`src/rtl/iat_pkg.sv`:
```
// Shared token kinds, scanner modes, character codes and decode functions.
`default_nettype none
package iat_pkg;

   localparam logic [4:0] K_EOF      = 5'd0;
   localparam logic [4:0] K_NEWLINE  = 5'd1;
   localparam logic [4:0] K_INDENT   = 5'd2;
   localparam logic [4:0] K_DEDENT   = 5'd3;
   localparam logic [4:0] K_INT      = 5'd4;
   localparam logic [4:0] K_IDENT    = 5'd5;
   localparam logic [4:0] K_STRING   = 5'd6;
   localparam logic [4:0] K_IF       = 5'd7;
   localparam logic [4:0] K_PLUS     = 5'd13;
   localparam logic [4:0] K_MINUS    = 5'd14;
   localparam logic [4:0] K_STAR     = 5'd15;
   localparam logic [4:0] K_SLASH    = 5'd16;
   localparam logic [4:0] K_LPAREN   = 5'd17;
   localparam logic [4:0] K_RPAREN   = 5'd18;
   localparam logic [4:0] K_LBRACKET = 5'd19;
   localparam logic [4:0] K_RBRACKET = 5'd20;
   localparam logic [4:0] K_COMMA    = 5'd21;
   localparam logic [4:0] K_EQUALS   = 5'd22;
   localparam logic [4:0] K_EQ       = 5'd23;
   localparam logic [4:0] K_COLON    = 5'd24;
   localparam logic [4:0] K_NE       = 5'd25;
   localparam logic [4:0] K_LT       = 5'd26;
   localparam logic [4:0] K_LE       = 5'd27;
   localparam logic [4:0] K_GT       = 5'd28;
   localparam logic [4:0] K_GE       = 5'd29;
   localparam logic [4:0] K_ERROR    = 5'd30;

   localparam logic [2:0] E_NONE       = 3'd0;
   localparam logic [2:0] E_TOO_DEEP   = 3'd1;
   localparam logic [2:0] E_UNINDENT   = 3'd2;
   localparam logic [2:0] E_SYNTAX     = 3'd3;
   localparam logic [2:0] E_UNEXPECTED = 3'd4;
   localparam logic [2:0] E_UNTERM     = 3'd5;

   localparam logic [3:0] M_LINE    = 4'd0;
   localparam logic [3:0] M_NORMAL  = 4'd1;
   localparam logic [3:0] M_COMMENT = 4'd2;
   localparam logic [3:0] M_INT     = 4'd3;
   localparam logic [3:0] M_IDENT   = 4'd4;
   localparam logic [3:0] M_STRING  = 4'd5;
   localparam logic [3:0] M_OPEQ    = 4'd6;
   localparam logic [3:0] M_OPBANG  = 4'd7;
   localparam logic [3:0] M_OPLT    = 4'd8;
   localparam logic [3:0] M_OPGT    = 4'd9;

   localparam logic [7:0] CH_NUL    = 8'h00;
   localparam logic [7:0] CH_LF     = 8'h0A;
   localparam logic [7:0] CH_SPACE  = 8'h20;
   localparam logic [7:0] CH_BANG   = 8'h21;
   localparam logic [7:0] CH_QUOTE  = 8'h22;
   localparam logic [7:0] CH_HASH   = 8'h23;
   localparam logic [7:0] CH_LPAR   = 8'h28;
   localparam logic [7:0] CH_RPAR   = 8'h29;
   localparam logic [7:0] CH_STAR   = 8'h2A;
   localparam logic [7:0] CH_PLUS   = 8'h2B;
   localparam logic [7:0] CH_COMMA  = 8'h2C;
   localparam logic [7:0] CH_MINUS  = 8'h2D;
   localparam logic [7:0] CH_SLASH  = 8'h2F;
   localparam logic [7:0] CH_COLON  = 8'h3A;
   localparam logic [7:0] CH_LT     = 8'h3C;
   localparam logic [7:0] CH_EQ     = 8'h3D;
   localparam logic [7:0] CH_GT     = 8'h3E;
   localparam logic [7:0] CH_LBRK   = 8'h5B;
   localparam logic [7:0] CH_RBRK   = 8'h5D;
   localparam logic [7:0] CH_UNDER  = 8'h5F;

   localparam int         KW_COUNT  = 6;
   localparam logic [8:0] KW_FRESH  = 9'h03F;

   typedef struct packed {
      logic       emit;
      logic [4:0] kind;
      logic [2:0] err;
      logic [3:0] mode;
      logic       wide;
      logic       nl;
   } start_type;

   function automatic logic is_digit(input logic [7:0] c);
      return c inside {[8'h30:8'h39]};
   endfunction

   function automatic logic is_alpha(input logic [7:0] c);
      return (c inside {[8'h61:8'h7A]}) || (c inside {[8'h41:8'h5A]}) || (c == CH_UNDER);
   endfunction

   function automatic logic [2:0] kw_len(input int k);
      logic [2:0] l;
      case (k)
         0: l = 3'd2;
         1, 2, 3: l = 3'd4;
         default: l = 3'd5;
      endcase
      return l;
   endfunction

   function automatic logic [7:0] kw_char(input int k, input logic [2:0] j);
      logic [39:0] w;
      logic [2:0]  l;
      case (k)
         0: w = "if";
         1: w = "elif";
         2: w = "else";
         3: w = "pass";
         4: w = "print";
         default: w = "while";
      endcase
      l = kw_len(k);
      if (j < l) begin
         return w[8 * (32'(l) - 1 - 32'(j)) +: 8];
      end
      return CH_NUL;
   endfunction

   // Narrows the candidate keyword set by one more identifier character.
   function automatic logic [8:0] kw_feed(input logic [8:0] km, input logic [7:0] c);
      logic [5:0] mask;
      logic [2:0] len;
      mask = km[5:0];
      len  = km[8:6];
      if (len < 3'd7) begin
         for (int k = 0; k < KW_COUNT; k++) begin
            if (mask[k] && !(len < kw_len(k) && kw_char(k, len) == c)) begin
               mask[k] = 1'b0;
            end
         end
         len = len + 3'd1;
      end else begin
         mask = '0;
      end
      return {len, mask};
   endfunction

   function automatic logic [4:0] kw_kind(input logic [8:0] km);
      logic [4:0] kind;
      kind = K_IDENT;
      for (int k = KW_COUNT - 1; k >= 0; k--) begin
         if (km[k] && kw_len(k) == km[8:6]) begin
            kind = K_IF + 5'(k);
         end
      end
      return kind;
   endfunction

   // What the first byte of a token does.
   function automatic start_type start_decode(input logic [7:0] c, input logic als);
      start_type s;
      s.emit = 1'b0;
      s.kind = K_ERROR;
      s.err  = E_NONE;
      s.mode = M_NORMAL;
      s.wide = 1'b1;
      s.nl   = 1'b0;
      case (c)
         CH_SPACE: s.mode = M_NORMAL;
         CH_HASH:  s.mode = M_COMMENT;
         CH_NUL: begin
            s.emit = 1'b1;
            s.kind = K_EOF;
            s.wide = 1'b0;
         end
         CH_LF: begin
            s.emit = !als;
            s.kind = K_NEWLINE;
            s.mode = M_LINE;
            s.nl   = 1'b1;
         end
         CH_EQ:    s.mode = M_OPEQ;
         CH_BANG:  s.mode = M_OPBANG;
         CH_LT:    s.mode = M_OPLT;
         CH_GT:    s.mode = M_OPGT;
         CH_QUOTE: s.mode = M_STRING;
         CH_PLUS:  begin s.emit = 1'b1; s.kind = K_PLUS;     end
         CH_MINUS: begin s.emit = 1'b1; s.kind = K_MINUS;    end
         CH_STAR:  begin s.emit = 1'b1; s.kind = K_STAR;     end
         CH_SLASH: begin s.emit = 1'b1; s.kind = K_SLASH;    end
         CH_LPAR:  begin s.emit = 1'b1; s.kind = K_LPAREN;   end
         CH_RPAR:  begin s.emit = 1'b1; s.kind = K_RPAREN;   end
         CH_LBRK:  begin s.emit = 1'b1; s.kind = K_LBRACKET; end
         CH_RBRK:  begin s.emit = 1'b1; s.kind = K_RBRACKET; end
         CH_COMMA: begin s.emit = 1'b1; s.kind = K_COMMA;    end
         CH_COLON: begin s.emit = 1'b1; s.kind = K_COLON;    end
         default: begin
            if (is_digit(c)) begin
               s.mode = M_INT;
            end else if (is_alpha(c)) begin
               s.mode = M_IDENT;
            end else begin
               s.emit = 1'b1;
               s.err  = E_UNEXPECTED;
            end
         end
      endcase
      return s;
   endfunction

endpackage
`default_nettype wire

```
`src/rtl/indentation_aware_tokenizer.sv`:
```
// Top level of the indentation-aware tokenizer.
//
//   Channel  Dir  Transfer carries
//   req_     in   one source byte (0 ends the source)
//   rsp_     out  one token: kind, start, end, error code; tlast on a byte's final token
//
// A byte that ends an integer, a name or a one-character operator, or that opens an
// indentation level, starts its own token afterwards from the held copy in S_START. A
// dedent run pops levels in S_POP, waiting in S_POPW for each read of the indentation
// stack RAM (the pop down to the bottom level needs no read), compares the column with
// the new top, emits one DEDENT token per level popped from S_DED and then starts the
// next token from S_START. Reset is synchronous and needs no clearing pass: the bottom
// stack level is held as the constant zero. A stalled result channel stops the block
// from taking bytes or emitting tokens; no token is lost or repeated. After an error or
// end-of-source token, bytes are still taken but ignored.
`default_nettype none
module indentation_aware_tokenizer #(
   parameter int INDENT_DEPTH = 16,
   parameter int POS_BITS     = 24,
   parameter int COLUMN_BITS  = 12
) (
   input  wire logic clock,
   input  wire logic reset,
   input  wire logic req_tvalid,
   output logic      req_tready,
   // tdata: [7:0] char_in
   input  wire logic [7:0] req_tdata,
   output logic      rsp_tvalid,
   input  wire logic rsp_tready,
   // tdata: kind, start_pos, end_pos, error_code, zero fill
   output logic [((2 * POS_BITS + 8 + 7) / 8) * 8 - 1:0] rsp_tdata,
   output logic      rsp_tlast
);
   import iat_pkg::*;

   localparam int DATA_BITS  = 2 * POS_BITS + 8;
   localparam int TDATA_BITS = ((DATA_BITS + 7) / 8) * 8;
   localparam int CNT_W      = $clog2(INDENT_DEPTH + 1);
   localparam int IDX_W      = $clog2(INDENT_DEPTH);

   localparam logic [2:0] S_IDLE  = 3'd0;
   localparam logic [2:0] S_POP   = 3'd1;
   localparam logic [2:0] S_POPW  = 3'd2;
   localparam logic [2:0] S_DED   = 3'd3;
   localparam logic [2:0] S_START = 3'd4;

   logic [2:0]             state_ff, state_in;
   logic [3:0]             mode_ff, mode_in;
   logic                   als_ff, als_in;
   logic                   halted_ff, halted_in;
   logic [COLUMN_BITS-1:0] col_ff, col_in;
   logic [COLUMN_BITS-1:0] top_ff, top_in;
   logic [CNT_W-1:0]       cnt_ff, cnt_in;
   logic [CNT_W-1:0]       ded_ff, ded_in;
   logic [POS_BITS-1:0]    ts_ff, ts_in;
   logic [POS_BITS-1:0]    pos_ff, pos_in;
   logic [POS_BITS-1:0]    cur_ff, cur_in;
   logic [7:0]             c_ff, c_in;
   logic [8:0]             km_ff, km_in;

   logic                   rsp_valid_ff, rsp_valid_in;
   logic [DATA_BITS-1:0]   rsp_data_ff, rsp_data_in;
   logic                   rsp_last_ff, rsp_last_in;

   // Token produced this cycle.
   logic                   tok_v, tok_last;
   logic [4:0]             tok_kind;
   logic [2:0]             tok_err;
   logic [POS_BITS-1:0]    tok_s, tok_e;

   logic                   ram_we;
   logic [IDX_W-1:0]       ram_waddr, ram_raddr;
   logic [COLUMN_BITS-1:0] ram_rdata;

   logic                   slot_free, acc, run_start;
   logic [7:0]             sc, c;
   logic [POS_BITS-1:0]    sp, p;
   start_type              st, st_idle_after, st_ded_after;

   iat_ram #(
      .WIDTH(COLUMN_BITS),
      .DEPTH(INDENT_DEPTH)
   ) u_stack (
      .clock(clock),
      .we   (ram_we),
      .waddr(ram_waddr),
      .wdata(col_ff),
      .raddr(ram_raddr),
      .rdata(ram_rdata)
   );

   assign slot_free  = !rsp_valid_ff || rsp_tready;
   assign req_tready = (state_ff == S_IDLE) && slot_free;
   assign acc        = req_tvalid && req_tready;
   assign c          = req_tdata;
   assign p          = pos_ff;

   // The token-start decode runs on the incoming byte when idle, on the held byte later.
   assign sc = (state_ff == S_START) ? c_ff : c;
   assign sp = (state_ff == S_START) ? cur_ff : pos_ff;
   assign st = start_decode(sc, als_ff);
   // Whether a token-start on this byte would emit once at_line_start has dropped.
   assign st_idle_after = start_decode(c, 1'b0);
   assign st_ded_after  = start_decode(c_ff, 1'b0);

   always_comb begin
      state_in  = state_ff;
      mode_in   = mode_ff;
      als_in    = als_ff;
      halted_in = halted_ff;
      col_in    = col_ff;
      top_in    = top_ff;
      cnt_in    = cnt_ff;
      ded_in    = ded_ff;
      ts_in     = ts_ff;
      pos_in    = pos_ff;
      cur_in    = cur_ff;
      c_in      = c_ff;
      km_in     = km_ff;
      tok_v     = 1'b0;
      tok_last  = 1'b1;
      tok_kind  = K_ERROR;
      tok_err   = E_NONE;
      tok_s     = ts_ff;
      tok_e     = p;
      ram_we    = 1'b0;
      ram_waddr = cnt_ff[IDX_W-1:0];
      ram_raddr = IDX_W'(cnt_ff - CNT_W'(2));
      run_start = 1'b0;

      case (state_ff)
         S_IDLE: begin
            if (acc) begin
               pos_in = pos_ff + POS_BITS'(1);
               c_in   = c;
               cur_in = p;
               if (!halted_ff) begin
                  case (mode_ff)
                     M_LINE: begin
                        if (c == CH_SPACE) begin
                           if (col_ff != '1) begin
                              col_in = col_ff + COLUMN_BITS'(1);
                           end
                        end else if (c == CH_HASH || c == CH_LF || col_ff == top_ff) begin
                           run_start = 1'b1;
                        end else if (col_ff > top_ff) begin
                           tok_v = 1'b1;
                           tok_s = p - POS_BITS'(col_ff) + POS_BITS'(top_ff);
                           tok_e = p;
                           if (cnt_ff >= CNT_W'(INDENT_DEPTH)) begin
                              tok_err = E_TOO_DEEP;
                           end else begin
                              ram_we   = 1'b1;
                              cnt_in   = cnt_ff + CNT_W'(1);
                              top_in   = col_ff;
                              tok_kind = K_INDENT;
                              tok_last = !st_idle_after.emit;
                              state_in = S_START;
                           end
                        end else begin
                           ded_in   = '0;
                           state_in = S_POP;
                        end
                     end
                     M_COMMENT: begin
                        if (c == CH_LF) begin
                           tok_v    = !als_ff;
                           tok_kind = K_NEWLINE;
                           tok_e    = p + POS_BITS'(1);
                           als_in   = 1'b1;
                           col_in   = '0;
                           mode_in  = M_LINE;
                        end else if (c == CH_NUL) begin
                           tok_v    = 1'b1;
                           tok_kind = K_EOF;
                           tok_s    = p;
                        end
                     end
                     M_INT: begin
                        if (!is_digit(c)) begin
                           tok_v    = 1'b1;
                           tok_kind = K_INT;
                           tok_last = !st_idle_after.emit;
                           state_in = S_START;
                        end
                     end
                     M_IDENT: begin
                        if (is_alpha(c) || is_digit(c)) begin
                           km_in = kw_feed(km_ff, c);
                        end else begin
                           tok_v    = 1'b1;
                           tok_kind = kw_kind(km_ff);
                           tok_last = !st_idle_after.emit;
                           state_in = S_START;
                        end
                     end
                     M_STRING: begin
                        if (c == CH_QUOTE) begin
                           tok_v    = 1'b1;
                           tok_kind = K_STRING;
                           tok_e    = p + POS_BITS'(1);
                           mode_in  = M_NORMAL;
                        end else if (c == CH_LF || c == CH_NUL) begin
                           tok_v   = 1'b1;
                           tok_err = E_UNTERM;
                        end
                     end
                     M_OPEQ, M_OPBANG, M_OPLT, M_OPGT: begin
                        tok_v = 1'b1;
                        if (c == CH_EQ) begin
                           tok_e   = p + POS_BITS'(1);
                           mode_in = M_NORMAL;
                           case (mode_ff)
                              M_OPEQ:   tok_kind = K_EQ;
                              M_OPBANG: tok_kind = K_NE;
                              M_OPLT:   tok_kind = K_LE;
                              default:  tok_kind = K_GE;
                           endcase
                        end else begin
                           case (mode_ff)
                              M_OPEQ:   tok_kind = K_EQUALS;
                              M_OPBANG: tok_err  = E_SYNTAX;
                              M_OPLT:   tok_kind = K_LT;
                              default:  tok_kind = K_GT;
                           endcase
                           // A lone bang halts, so nothing follows it.
                           if (mode_ff != M_OPBANG) begin
                              tok_last = !st_idle_after.emit;
                              state_in = S_START;
                           end
                        end
                     end
                     default: run_start = 1'b1;
                  endcase
               end
            end
         end
         S_POP: begin
            if (cnt_ff > CNT_W'(1) && col_ff < top_ff) begin
               cnt_in = cnt_ff - CNT_W'(1);
               ded_in = ded_ff + CNT_W'(1);
               if (cnt_ff == CNT_W'(2)) begin
                  top_in = '0;
               end else begin
                  state_in = S_POPW;
               end
            end else if (col_ff != top_ff) begin
               if (slot_free) begin
                  tok_v    = 1'b1;
                  tok_err  = E_UNINDENT;
                  tok_s    = cur_ff - POS_BITS'(col_ff);
                  tok_e    = cur_ff;
                  state_in = S_IDLE;
               end
            end else begin
               state_in = S_DED;
            end
         end
         S_POPW: begin
            top_in   = ram_rdata;
            state_in = S_POP;
         end
         S_DED: begin
            if (slot_free) begin
               tok_v    = 1'b1;
               tok_kind = K_DEDENT;
               tok_s    = cur_ff - POS_BITS'(col_ff);
               tok_e    = cur_ff;
               tok_last = (ded_ff == CNT_W'(1)) && !st_ded_after.emit;
               ded_in   = ded_ff - CNT_W'(1);
               if (ded_ff == CNT_W'(1)) begin
                  state_in = S_START;
               end
            end
         end
         S_START: begin
            if (slot_free || !st.emit) begin
               run_start = 1'b1;
               state_in  = S_IDLE;
            end
         end
         default: state_in = S_IDLE;
      endcase

      // First byte of a new token.
      if (run_start) begin
         mode_in = st.mode;
         ts_in   = sp;
         if (st.mode == M_IDENT) begin
            km_in = kw_feed(KW_FRESH, sc);
         end
         if (st.nl) begin
            als_in = 1'b1;
            col_in = '0;
         end
         if (st.emit) begin
            tok_v    = 1'b1;
            tok_kind = st.kind;
            tok_err  = st.err;
            tok_s    = sp;
            tok_e    = st.wide ? sp + POS_BITS'(1) : sp;
            tok_last = 1'b1;
         end
      end

      // End of source and errors halt; any other non-newline token leaves line start.
      if (tok_v) begin
         if (tok_kind == K_EOF || tok_kind == K_ERROR) begin
            halted_in = 1'b1;
         end else if (tok_kind != K_NEWLINE) begin
            als_in = 1'b0;
         end
      end

      rsp_valid_in = rsp_valid_ff;
      rsp_data_in  = rsp_data_ff;
      rsp_last_in  = rsp_last_ff;
      if (tok_v) begin
         rsp_valid_in = 1'b1;
         rsp_data_in  = {tok_err, tok_e, tok_s, tok_kind};
         rsp_last_in  = tok_last;
      end else if (rsp_tready) begin
         rsp_valid_in = 1'b0;
      end
   end

   always_ff @(posedge clock) begin
      if (reset) begin
         state_ff     <= S_IDLE;
         mode_ff      <= M_LINE;
         als_ff       <= 1'b1;
         halted_ff    <= 1'b0;
         col_ff       <= '0;
         top_ff       <= '0;
         cnt_ff       <= CNT_W'(1);
         ded_ff       <= '0;
         ts_ff        <= '0;
         pos_ff       <= '0;
         km_ff        <= '0;
         rsp_valid_ff <= 1'b0;
      end else begin
         state_ff     <= state_in;
         mode_ff      <= mode_in;
         als_ff       <= als_in;
         halted_ff    <= halted_in;
         col_ff       <= col_in;
         top_ff       <= top_in;
         cnt_ff       <= cnt_in;
         ded_ff       <= ded_in;
         ts_ff        <= ts_in;
         pos_ff       <= pos_in;
         km_ff        <= km_in;
         rsp_valid_ff <= rsp_valid_in;
      end
   end

   always_ff @(posedge clock) begin
      cur_ff      <= cur_in;
      c_ff        <= c_in;
      rsp_data_ff <= rsp_data_in;
      rsp_last_ff <= rsp_last_in;
   end

   assign rsp_tvalid = rsp_valid_ff;
   assign rsp_tdata  = TDATA_BITS'(rsp_data_ff);
   assign rsp_tlast  = rsp_last_ff;

   a_cnt_range: assert property (@(posedge clock) disable iff (reset)
      cnt_ff != '0 && cnt_ff <= CNT_W'(INDENT_DEPTH))
      else $error("indentation stack count out of range");

   a_halt_sticky: assert property (@(posedge clock) disable iff (reset)
      halted_ff |=> halted_ff)
      else $error("halted state cleared without reset");

   a_ded_nonzero: assert property (@(posedge clock) disable iff (reset)
      state_ff == S_DED |-> ded_ff != '0)
      else $error("dedent run with no levels popped");

   a_push_room: assert property (@(posedge clock) disable iff (reset)
      ram_we |-> cnt_ff < CNT_W'(INDENT_DEPTH) && col_ff > top_ff)
      else $error("indentation push without room or without deeper column");

endmodule
`default_nettype wire

```
`src/rtl/iat_ram.sv`:
```
// Generic single-write, single-read RAM with registered read data.
`default_nettype none
module iat_ram #(
   parameter int WIDTH = 12,
   parameter int DEPTH = 16
) (
   input  wire logic                     clock,
   input  wire logic                     we,
   input  wire logic [$clog2(DEPTH)-1:0] waddr,
   input  wire logic [WIDTH-1:0]         wdata,
   input  wire logic [$clog2(DEPTH)-1:0] raddr,
   output logic      [WIDTH-1:0]         rdata
);

   logic [WIDTH-1:0] mem [DEPTH];

   always_ff @(posedge clock) begin
      if (we) begin
         mem[waddr] <= wdata;
      end
      rdata <= mem[raddr];
   end

endmodule
`default_nettype wire
```
`config.mk`:
```
export PLATFORM = sky130hd
export DESIGN_NAME = indentation_aware_tokenizer
export DESIGN_NICKNAME = d
export VERILOG_FILES = /design/src/rtl/iat_pkg.sv /design/src/rtl/indentation_aware_tokenizer.sv /design/src/rtl/iat_ram.sv
export SDC_FILE = /design/constraint.sdc
export NUM_CORES = 1
export LEC_CHECK = 0
export BUFFER_PORTS_ARGS = -buffer_cell sky130_fd_sc_hd__clkbuf_2
export CORE_MARGIN = 4
export CORE_UTILIZATION = 35
export DETAILED_ROUTE_END_ITERATION = 6
export PLACE_DENSITY = 0.5
export SETUP_SLACK_MARGIN = 0.02
export SLEW_MARGIN = 10
export SYNTH_ARGS = -nofsm -noshare
export SYNTH_HDL_FRONTEND = slang
export SYNTH_SLANG_ARGS = --single-unit
```
`constraint.sdc`:
```
create_clock -name clock -period 4.5 [get_ports clock]
set_input_delay 0.225 -clock clock [delete_from_list [all_inputs] [get_ports clock]]
set_output_delay 0.225 -clock clock [all_outputs]
set_load 0.02 [all_outputs]
```
# [Word-level counts from Yosys, hierarchy flattened]
# Memories as Yosys holds them, arrays and structs flattened. A register that Yosys moved wholly into a read port is not among the register bits.
# Index checks and enable logic that the tools add are counted.
[word_totals] register_bits=190 ramBits=192 out_inout_bits=59 mem_count=1
[mem_list] memory="u_stack.mem" depth=16 width=12 rd=1 rd_clocked_by_memory_dff=1 wr=1 line_no="iat_ram.sv:15" source="logic [WIDTH-1:0] mem [DEPTH];"
[classes] addsub=21 magnitude_cmp=29 n_eq_ne=120 shift=12 mux=423 reduce_logical=91
[ops] op="$mux 40" count=48
[ops] op="$mux 8" count=73
[ops] op="$mux 24" count=24
[ops] op="$shiftx 40x33->8" count=12
[ops] op="$eq 8x6->1 const B" count=45
[ops] op="$pmux 24 s3" count=3
[ops] op="$mux 12" count=17
[ops] op="$mux 3" count=67
[ops] op="$mux 5" count=36
[ops] op="$mux 1" count=109
[ops] op="$eq 8x8->1" count=12
[ops] op="$eq 8x7->1 const B" count=9
[ops] op="$mux 9" count=7
[ops] op="$pmux 5 s12" count=1
[ops] op="$add 24x1->24 const B" count=2
[ops] op="$ge 8x7->1 const B" count=6
[ops] op="$le 8x7->1 const B" count=6
[ops] op="$pmux 24 s2" count=1
[ops] op="$sub 24x12->24" count=2
[ops] op="$logic_and 1x1->1" count=37
[ops] op="$pmux 12 s3" count=1
[ops] op="$pmux 4 s3" count=3
[ops] op="$reduce_or 12->1" count=3
[ops] op="$mux 4" count=8
[ops] op="71 further kinds" count=164

# [Logic depth before layout (Yosys ltp)]
# Gate-level depths: netlist of the first run.
[logic_depth] word_depth=38 ltp_mapped=15 ltp_nobuf=14

# [Modules after synthesis]
# From an unflattened synthesis of the first run, not the netlist that was laid out.
[hier_totals] cells_unflattened=2247 hier_area_um2=23069.6
[by_module_without_submodules] mod="indentation_aware_tokenizer" n_inst=1 cells_each=1918 area_per_inst_um2=15469.8
[by_module_without_submodules] mod="iat_ram" n_inst=1 cells_each=329 area_per_inst_um2=7599.8

# [Worst setup path after synthesis of the first run]
# OpenSTA, ideal clock, no wires.
[synth_timing] kind="flip-flop to flip-flop" from="register cnt_ff[1]" to="register rsp_data_ff[0] (netlist: rsp_tdata[0]), enable pin" arrival_time_ns=4.068 setup_slack_ns=0.021 stages_incl_launch_ff=13 synth_period_minus_slack_ns=4.479 cell_sequence="dfxtp_1 buf_1 clkbuf_1 inv_1 ha_1 a21boi_0 a21oi_1 nor3_1 o31ai_1 a21oi_1 nand2_1 and3_1 inv_1"
[synth_between] elab_chain_len=6
[synth_lines] item="start, declared" line_no="indentation_aware_tokenizer.sv:53" source="logic [CNT_W-1:0] cnt_ff, cnt_in;"
[synth_lines] item="start signal, assigned" line_no="indentation_aware_tokenizer.sv:348" source="cnt_ff <= cnt_in;"
[synth_lines] item="$gt 5x1->1 *" line_no="indentation_aware_tokenizer.sv:239" source="if (cnt_ff > CNT_W'(1) && col_ff < top_ff) begin"
[synth_lines] item="$logic_and 1x1->1 *" line_no="indentation_aware_tokenizer.sv:239"
[synth_lines] item="$mux 1 *" line_no="indentation_aware_tokenizer.sv:239"
[synth_lines] item="$pmux 1 s3 *" line_no="indentation_aware_tokenizer.sv:131" source="case (state_ff)"
[synth_lines] item="$mux 1" line_no="indentation_aware_tokenizer.sv:296" source="if (st.emit) begin"
[synth_lines] item="$mux 1 *" line_no="indentation_aware_tokenizer.sv:286" source="if (run_start) begin"
[synth_lines] item="end signal, assigned" line_no="indentation_aware_tokenizer.sv:360" source="rsp_data_ff <= rsp_data_in;"
[synth_lines] item="end, declared" line_no="indentation_aware_tokenizer.sv:62" source="logic [DATA_BITS-1:0] rsp_data_ff, rsp_data_in;"
# Every way passes the cells marked *; elsewhere a longest branch is shown, timed or not.
# A chain may end at the register's enable or synchronous reset.

# [Final worst setup path of the first run]
[layout_timing] from="register state_ff[1]" to="register rsp_data_ff[52] (netlist: rsp_tdata[52]) (data pin)"
[layout_between] elab_chain_len=14
[layout_lines] item="start, declared" line_no="indentation_aware_tokenizer.sv:47" source="logic [2:0] state_ff, state_in;"
[layout_lines] item="start signal, assigned" line_no="indentation_aware_tokenizer.sv:342" source="state_ff <= state_in;"
[layout_lines] item="$eq 3x3->1" line_no="indentation_aware_tokenizer.sv:99, indentation_aware_tokenizer.sv:100, indentation_aware_tokenizer.sv:131"
[layout_lines] item="$mux 8" line_no="indentation_aware_tokenizer.sv:99" source="assign sc = (state_ff == S_START) ? c_ff : c;"
[layout_lines] item="$ge 8x7->1 or $le 8x7->1 (tied branches)" line_no="iat_pkg.sv:88" source="return (c inside {[8'h61:8'h7A]}) || (c inside {[8'h41:8'h5A]}) || (c == CH_UNDER);"
[layout_lines] item="$logic_and 1x1->1" line_no="iat_pkg.sv:88"
[layout_lines] item="$logic_or 1x1->1 (2 in a row)" line_no="iat_pkg.sv:88"
[layout_lines] item="$mux 1" line_no="iat_pkg.sv:190" source="end else if (is_alpha(c)) begin"
[layout_lines] item="$mux 1" line_no="iat_pkg.sv:188" source="if (is_digit(c)) begin"
[layout_lines] item="$pmux 1 s3" line_no="iat_pkg.sv:158" source="case (c)"
[layout_lines] item="$logic_not 1->1" line_no="indentation_aware_tokenizer.sv:277" source="if (slot_free || !st.emit) begin"
[layout_lines] item="$logic_or 1x1->1" line_no="indentation_aware_tokenizer.sv:277"
[layout_lines] item="$mux 1" line_no="indentation_aware_tokenizer.sv:277"
[layout_lines] item="$pmux 1 s2" line_no="indentation_aware_tokenizer.sv:131"
[layout_lines] item="$mux 24 *" line_no="indentation_aware_tokenizer.sv:286"
[layout_lines] item="via tok_e[23]" line_no="indentation_aware_tokenizer.sv:69" source="logic [POS_BITS-1:0] tok_s, tok_e;"
# The timed path passes the listed nets; every way through them passes the cells marked *.

==> results.json, run 1 <==
{
  "status": "finished, final reports clean",
  "cts_setup_buffers": 0,
  "synthTopCellsByCount": "edfxtp_1, nor2_1, a21oi_1",
  "place_congestion": 0.919,
  "cp-end-kind": "flip-flop",
  "slowest_stage": "nor3b_4",
  "initial_core_util_pct": 35.4,
  "cts_buffers": 46,
  "regToRegSetupSlack_ps": 330,
  "cp-start-kind": "flip-flop",
  "rsz0062_at_grt": "no",
  "power_density_nw_per_um2": 643,
  "rows": 94,
  "worstPathCellList": "nor3b_4 > buf_4 > buf_4 > a21oi_1 > nor4_1 > buf_4 > nand3_1 > nor3_1 > xnor2_1 > o21ai_1",
  "ir_worst_vdd_mv": 0.519,
  "maxCapViolations": 0,
  "power_w": 0.0173,
  "leakagePower_nw": 9.49,
  "timing.final.crit_share_pct": 92.7,
  "crit_arrival_ps": 4480,
  "cts_root_buf": "clkbuf_16",
  "hold_viol": 0,
  "die_w_um": 267,
  "cts.sinks": 394,
  "max_freq_mhz": 240,
  "dp_hpwl_mm": 57.1,
  "synth_seq_cells": 394,
  "yosys.area.top_type": "edfxtp_1",
  "fin_cells": 3310,
  "relSlewSlack_pct": 29.6,
  "overflow": 0,
  "synth_area_um2": 23400,
  "num_vias": 19300,
  "wirelength_mm": 80.0,
  "antenna_found_initial": 1,
  "n_antenna_cell": 0,
  "slew_violations": 0,
  "cts_max_level": 2,
  "critPathKind": "reg -> reg",
  "core_area_um2": 66100,
  "die_area_um2": 71100,
  "required_ps": 4810,
  "ys_warn_count": 0,
  "syn_area_per_cell_um2": 10.2,
  "nets": 2527,
  "io_pins": 71,
  "worstMarginPinSlew_ps": 1050,
  "skew_ps": 29.5,
  "worstPathMaxFanout": 23,
  "vias_per_cell": 5.83,
  "clk_pin_slew_ps": 60,
  "cts_tree": "done",
  "synth_fp_nets": 2419,
  "synth_edf_count": 281,
  "synthMostInstantiatedCell": "edfxtp_1",
  "setup_violations": 0,
  "ant_nets": 0,
  "dr.pass1.iters": 6,
  "cpMostUsedCell": "buf_4",
  "clk_latency_ps": 600,
  "remaining_drc_errors": 0,
  "grt_max_degree": 58,
  "min_period_ps": 4170,
  "dieHeight_um": 267,
  "grt_usage_pct": 22.0,
  "grt_pass1_wl_mm": 120,
  "min_path_type": "in -> reg",
  "synthFlopType": "edfxtp_1",
  "drive_gt1_share_pct": 15.6,
  "first_global_vias": 18700,
  "ys_seq_area_share_pct": 45.7,
  "critPathMaxStageDelay_ps": 770,
  "synth_top_area_share_pct": 36.0,
  "port_buffers": 70,
  "synth-async-reset-ratio_pct": 0,
  "wl_per_cell_um": 24.2,
  "drt_iter0_drc": 1818,
  "ctsLongestPathBuffers": 3,
  "synth_cells": 2300,
  "synthDistinctLibCells": 100,
  "syn_to_final_growth_pct": 14.9,
  "synth_area_leaders": "edfxtp_1, dfxtp_1, mux4_2",
  "dp.cells": 3223
}
-- registers in the layout, indices dropped and copies added (netlist names), 5 cells and up --
name           count
c_ff               8
cnt_ff             5
col_ff            12
cur_ff            24
ded_ff             5
km_ff              9
p                 24
rsp_tdata         56
top_ff            12
ts_ff             24
u_stack.mem      192
u_stack.rdata     12
-- stage by stage --
stage	setup TNS (ps)	area, µm²	util [%]	hold WS (ps)	setup slack, ps
2_1_floorplan	0	23400	-	324	21.0
3_3_place_gp	-177	25300	38.4	461	-177
3_5_place_dp	-101	25300	38.4	466	-101
4_1_cts	0	26900	40.7	27.1	32.6
5_1_grt	0	26900	40.7	60.2	80.5
6_report	0	26900	40.7	64.0	329
-- power breakdown --
group          internal [W]  total [W]  switching (W)
Clock               0.00222    0.00382        0.00160
Combinational       0.00285    0.00833        0.00548
Sequential          0.00477    0.00515       0.000378
Total               0.00984     0.0173        0.00746
-- critical path: cells and delay by family, from the launching register on --
family / cells / cell delay (ps)
simple gates: 4 / 2020
compound gates: 2 / 190
flops: 1 / 540
buf+inv: 3 / 930
xor+xnor: 1 / 170
-- cells by family (layout without fill, tap and decap cells) --
logic type                 after synthesis  after routing  share of synthesized area (%)
and+or+nand+nor                        742            742                           15.5
AOI/OAI and AO/OA                      617            617                           17.6
DFF                                    394            394                           45.7
buffers and inverters                  245            391                           4.12
adders and majority gates              107            107                           6.13
muxes                                  101            101                           7.54
xor gates and xnor gates                94             94                           3.51
-- worst paths after layout --
check	start	end	cells past startpoint
setup reg to reg	state_ff[1]	rsp_tdata[52]	10
hold / removal	req_tdata[6]	c_ff[6]	1
hold reg to reg	halted_ff	halted_ff	2
setup / recovery	state_ff[1]	rsp_tdata[52]	10
-- area by class of cell --
cell class | instances | area, µm²
Multi-Input combinational cell | 1661 | 11800
Clock buffer | 56 | 1210
Timing Repair Buffer | 196 | 1340
Tap cell | 864 | 1080
Sequential cell | 394 | 10700
Fill cell | 6465 | 39200
Clock inverter | 30 | 324
Inverter | 109 | 409
-- cell usage in the layout, fill, tap and decap left out, drive strengths merged, types with 8 or more instances in the layout --
cell type / count
nand2b: 26
a31oi: 18
a32oi: 12
or3: 24
and2: 9
a21o: 24
o22ai: 23
nor4: 25
o221ai: 8
o31ai: 13
buf: 126
a211oi: 63
xor2: 36
clkinv: 21
a22oi: 18
or2: 8
mux2i: 37
clkbuf: 125
dfxtp: 113
nand3: 63
fa: 13
and3: 16
edfxtp: 281
nor2b: 12
nor3: 69
nand4: 17
xnor2: 58
o211ai: 8
o21bai: 12
nor3b: 8
mux4: 60
nor2: 255
o21ai: 118
a221oi: 22
inv: 111
ha: 94
a311oi: 12
a21oi: 185
nand2: 163
or4: 9
-- per-layer routing --
metal	GRT usage [%]	vias up	part of all wire (%)
met4	6.30	2	2.7
met1	31.3	9521	45
met3	2.86	132	6.1
met2	35.4	754	47
met5	0	-	0.016
li1	-	8881	-
-- what timing repair did --
action | 4_1_cts | 5_1_grt
hold endpoints to repair | 1 | 0
pin swaps | 0 | 0
gates resized for setup | 1 | 2
hold buffers | 1 | 0
setup endpoints to repair | 1 | 1
Power figures use the tool's default switching activity.
==> run 2, diff against run 1 <==
--- a/config.mk
+++ b/config.mk
@@ -9,7 +9,7 @@
 export CORE_MARGIN = 4
 export CORE_UTILIZATION = 35
 export DETAILED_ROUTE_END_ITERATION = 6
-export PLACE_DENSITY = 0.5
+export PLACE_DENSITY = 0.58
 export SETUP_SLACK_MARGIN = 0.02
 export SLEW_MARGIN = 10
 export SYNTH_ARGS = -nofsm -noshare
==> results.json, run 2 (synthesis results as in run 1) <==
{
  "cp-start-kind": "flip-flop",
  "critPathMaxStageDelay_ps": 760,
  "syn_to_final_growth_pct": 14.3,
  "hold_viol": 0,
  "min_path_type": "in -> reg",
  "slew_violations": 0,
  "worstHoldStart": "req_tdata[4]",
  "vias_per_cell": 5.92,
  "die_w_um": 267,
  "status": "finished, final reports clean",
  "place_congestion": 0.931,
  "hold_depth": 1,
  "grt_pass1_wl_mm": 117,
  "reg2reg_depth": 10,
  "p_int_w": 0.00985,
  "layout_common_cells": "edfxtp_1, nor2_1, a21oi_1",
  "crit_arrival_ps": 4500,
  "grt_usage_pct": 21.1,
  "nets": 2505,
  "combPwrFrac_pct": 47.4,
  "path_buf_inv": 1,
  "initial_core_util_pct": 35.4,
  "clk_pin_slew_ps": 60,
  "cts_max_level": 2,
  "fin_cells": 3287,
  "cts_buffers": 45,
  "rsz0062_at_grt": "yes",
  "dr.pass1.iters": 7,
  "grt_max_degree": 60,
  "layout_commonest_cell": "edfxtp_1",
  "dp_hpwl_mm": 53.6,
  "hold_ws_ps": 56.5,
  "dp.cells": 3202,
  "maxCapViolations": 0,
  "drive_gt1_share_pct": 15.1,
  "ctsLongestPathBuffers": 3,
  "p_sw_w": 0.00740,
  "slowest_stage": "or3b_1",
  "pwr-share-clk_pct": 22.5,
  "r2r_start": "state_ff[2]",
  "setup_violations": 0,
  "n_antenna_cell": 0,
  "worstPathCellList": "or3b_1 > and4b_1 > o211ai_1 > buf_4 > nand4_1 > nor2_1 > nand3_1 > nor3_1 > xor2_1 > mux2i_1",
  "first_global_vias": 18700,
  "largest_register_ffs": 192,
  "tns_ps": 0,
  "core_area_um2": 66100,
  "regMostFlops": "u_stack.mem",
  "worstSetupPathDepth": 10,
  "skew_ps": 28.9,
  "worstPathMaxFanout": 20,
  "switching_share_pct": 42.9,
  "regToRegSetupSlack_ps": 330,
  "die_area_um2": 71100,
  "antenna_found_initial": 3,
  "critPathKind": "reg -> reg",
  "power_density_nw_per_um2": 644,
  "max_freq_mhz": 240,
  "clk_latency_ps": 600,
  "pwr-share-seq_pct": 30.1,
  "relSlewSlack_pct": 21.3,
  "remaining_drc_errors": 0,
  "wirelength_mm": 77.2,
  "port_buffers": 70,
  "wl_per_cell_um": 23.5,
  "layout_setup_ws_ps": 331,
  "drt_iter0_drc": 2097,
  "dieHeight_um": 267,
  "ir_worst_vdd_mv": 0.532,
  "pre_cts_slack_ps": 104,
  "leakagePower_nw": 9.40,
  "ant_nets": 0,
  "cts.sinks": 394,
  "rows": 94,
  "startpoint": "state_ff[2]",
  "num_vias": 19400,
  "cts_tree": "done",
  "io_pins": 71,
  "min_period_ps": 4170,
  "required_ps": 4830,
  "worstMarginPinSlew_ps": 1180,
  "cts_root_buf": "clkbuf_16",
  "crit_family": "simple AND/OR/NAND/NOR gates",
  "overflow": 0,
  "timing.final.crit_share_pct": 92.7,
  "cp-end-kind": "flip-flop"
}
[run 2: cell count changes in the layout (fill, tap and decap cells not counted), sizes merged]
| cell | delta |
|---|---|
| buf | -21 |
| bufinv | +2 |
| clkbuf | -1 |
| clkinv | -8 |
| clkinvlp | +2 |
| inv | +3 |
[run 2: final timing paths]
kind	to
worst max-delay path	rsp_tdata[47]
worst min-delay path	c_ff[4]
worst max register to register	rsp_tdata[47]
worst min register to register	km_ff[0]
[run 2: power groups by stage]
stage	logic (W)	clock network, W	registers (W)
floorplan	0.00499	0	0.00544
global placement	0.00795	0	0.00526
detailed placement	0.00800	0	0.00526
CTS	0.00803	0.00395	0.00519
global route	0.00874	0.00409	0.00525
finish	0.00817	0.00388	0.00520
[run 2: what timing repair did]
action,CTS,global route
resized for setup,0,4
hold endpoints to repair,1,0
hold buffers,1,0
buffers inserted,0,0
endpoints found under the setup margin,0,17
[run 2: through the flow]
stage / util (%) / power (W) / area, µm²
finish: 40.5 / 0.0172 / 26800
global route: 40.5 / 0.0181 / 26800
CTS: 40.5 / 0.0172 / 26800
detailed placement: 38.1 / 0.0133 / 25200
global placement: 38.1 / 0.0132 / 25200
floorplan: - / 0.0104 / 23400
[run 2: area by class of cell]
type / instances / area (µm²)
Fill cell: 6357 / 39300
Multi-Input combinational cell: 1661 / 11800
Sequential cell: 394 / 10700
Timing Repair Buffer: 175 / 1190
Clock buffer: 55 / 1180
Tap cell: 864 / 1080
Inverter: 109 / 409
Clock inverter: 29 / 359
[run 2: routing by layer]
layer / part of all wire (%) / global-route usage, %
met5: 0.019 / 0
met2: 47 / 34.1
met4: 3.0 / 6.51
met3: 8.2 / 4.00
met1: 42 / 28.8
==> run 3, diff against run 2 <==
--- a/config.mk
+++ b/config.mk
@@ -5,7 +5,7 @@
 export SDC_FILE = /design/constraint.sdc
 export NUM_CORES = 1
 export LEC_CHECK = 0
-export BUFFER_PORTS_ARGS = -buffer_cell sky130_fd_sc_hd__clkbuf_2
+export BUFFER_PORTS_ARGS = -buffer_cell sky130_fd_sc_hd__buf_2
 export CORE_MARGIN = 4
 export CORE_UTILIZATION = 35
 export DETAILED_ROUTE_END_ITERATION = 6
==> results.json, run 3 (synthesis results as in run 1) <==
{
  "status": "finished with violations",
  "violations": "design-rule violations",
  "min_period_ps": 4310,
  "cp-end-kind": "flip-flop",
  "num_vias": 19600,
  "critPathMaxStageDelay_ps": 670,
  "vias_per_cell": 5.96,
  "core_area_um2": 66100,
  "nets": 2511,
  "min_path_type": "in -> reg",
  "clk_pin_slew_ps": 70,
  "largest_register_ffs": 192,
  "dp.cells": 3204,
  "die_area_um2": 71100,
  "relSlewSlack_pct": 22.7,
  "port_buffers": 70,
  "hold_viol": 0,
  "clk_latency_ps": 600,
  "fillers": 6397,
  "ir_worst_vdd_mv": 0.510,
  "dieHeight_um": 267,
  "critPathKind": "reg -> reg",
  "io_pins": 71,
  "antenna_found_initial": 0,
  "required_ps": 4740,
  "regMostFlops": "u_stack.mem",
  "first_global_vias": 19200,
  "layout_common_cells": "edfxtp_1, nor2_1, a21oi_1",
  "drive_gt1_share_pct": 15.3,
  "initial_core_util_pct": 35.4,
  "dr.pass1.iters": 7,
  "leakagePower_nw": 9.43,
  "cts_max_level": 2,
  "grt_max_degree": 60,
  "dp_hpwl_mm": 54.2,
  "wl_per_cell_um": 23.6,
  "worstPathMaxFanout": 57,
  "cts_root_buf": "clkbuf_16",
  "crit_arrival_ps": 4550,
  "remaining_drc_errors": 1,
  "max_freq_mhz": 232,
  "ctsLongestPathBuffers": 3,
  "rsz0062_at_grt": "no",
  "tns_ps": 0,
  "syn_to_final_growth_pct": 14.7,
  "layout_commonest_cell": "edfxtp_1",
  "slew_violations": 0,
  "slowest_stage": "a21oi_1",
  "timing.final.crit_share_pct": 95.7,
  "grt_pass1_wl_mm": 119,
  "rows": 94,
  "power_density_nw_per_um2": 644,
  "crit_family": "compound AO/OA/AOI/OAI gates",
  "cts_buffers": 46,
  "cts.sinks": 394,
  "fin_cells": 3295,
  "cts_tree": "done",
  "maxCapViolations": 0,
  "worstPathCellList": "inv_1 > ha_1 > nand4_1 > a211oi_1 > o31ai_1 > a21oi_1 > nand2_1 > and3_1 > inv_2 > buf_12",
  "grt_usage_pct": 21.4,
  "die_w_um": 267,
  "drt_iter0_drc": 2270,
  "skew_ps": 29.8,
  "place_congestion": 0.958,
  "wirelength_mm": 77.9,
  "setup_violations": 0,
  "worstMarginPinSlew_ps": 1150,
  "overflow": 0,
  "cp-start-kind": "flip-flop",
  "path_buf_inv": 3,
  "ant_nets": 0
}
## run 3: routing by layer
layer  vias up  GRT usage (%)  share of wire, %
li1       8854              -                 -
met1      9691           29.5                43
met2       887           34.6                46
met3       195           3.14               7.3
met4         0           7.17               3.6
met5         -              0                 0
## run 3: path summary, 6_finish.rpt
check	from	end	slack, ps	cells past startpoint
setup / recovery	col_ff[4]	rsp_tdata[39]	190	10
hold reg to reg	km_ff[2]	km_ff[2]	490	2
setup reg to reg	col_ff[4]	rsp_tdata[39]	190	10
hold / removal	req_tdata[5]	c_ff[5]	50	1
## run 3: per-stage QoR
step / util (%) / worst slack (ps) / total power (W) / cell area, µm² / hold slack, ps
CTS: 40.6 / 48.2 / 0.0172 / 26800 / 8.22
floorplan: - / 21.0 / 0.0104 / 23400 / 324
detailed placement: 38.2 / 49.8 / 0.0133 / 25200 / 482
finish: 40.6 / 194 / 0.0173 / 26900 / 51.4
global placement: 38.2 / 85.3 / 0.0132 / 25200 / 468
global route: 40.6 / 37.7 / 0.0182 / 26900 / 39.0
## run 3: timing repair
action / in CTS / in global routing
gates resized for setup: 0 / 3
setup endpoints to repair: 0 / 2
hold buffers: 4 / 0
setup buffers: 0 / 0
endpoints found under the hold margin: 4 / 0
## run 3: worst register-to-register path: cells and delay by family (launching register included)
family | cells | cell delay, ps
AOI/OAI and AO/OA | 3 | 1350
and+or+nand+nor | 3 | 1260
adders and majority gates | 1 | 300
buffers and inverters | 3 | 530
DFF | 1 | 460
## run 3: area by class of cell
type	instances	area (µm²)	share of cell area, %
flip-flops and latches	394	10700	39.9
repair buffers	180	1240	4.61
diodes	1	2.50	0.00932
multi-input cells	1661	11800	44.1
inverters	109	409	1.52
well taps	864	1080	4.02
clock buffers	59	1270	4.73
clock inverters	27	312	1.16
## run 3: power by group
part / internal (W) / total (W) / switching [W]
sequential: 0.00477 / 0.00518 / 0.000411
clock: 0.00230 / 0.00390 / 0.00160
combinational: 0.00279 / 0.00822 / 0.00543
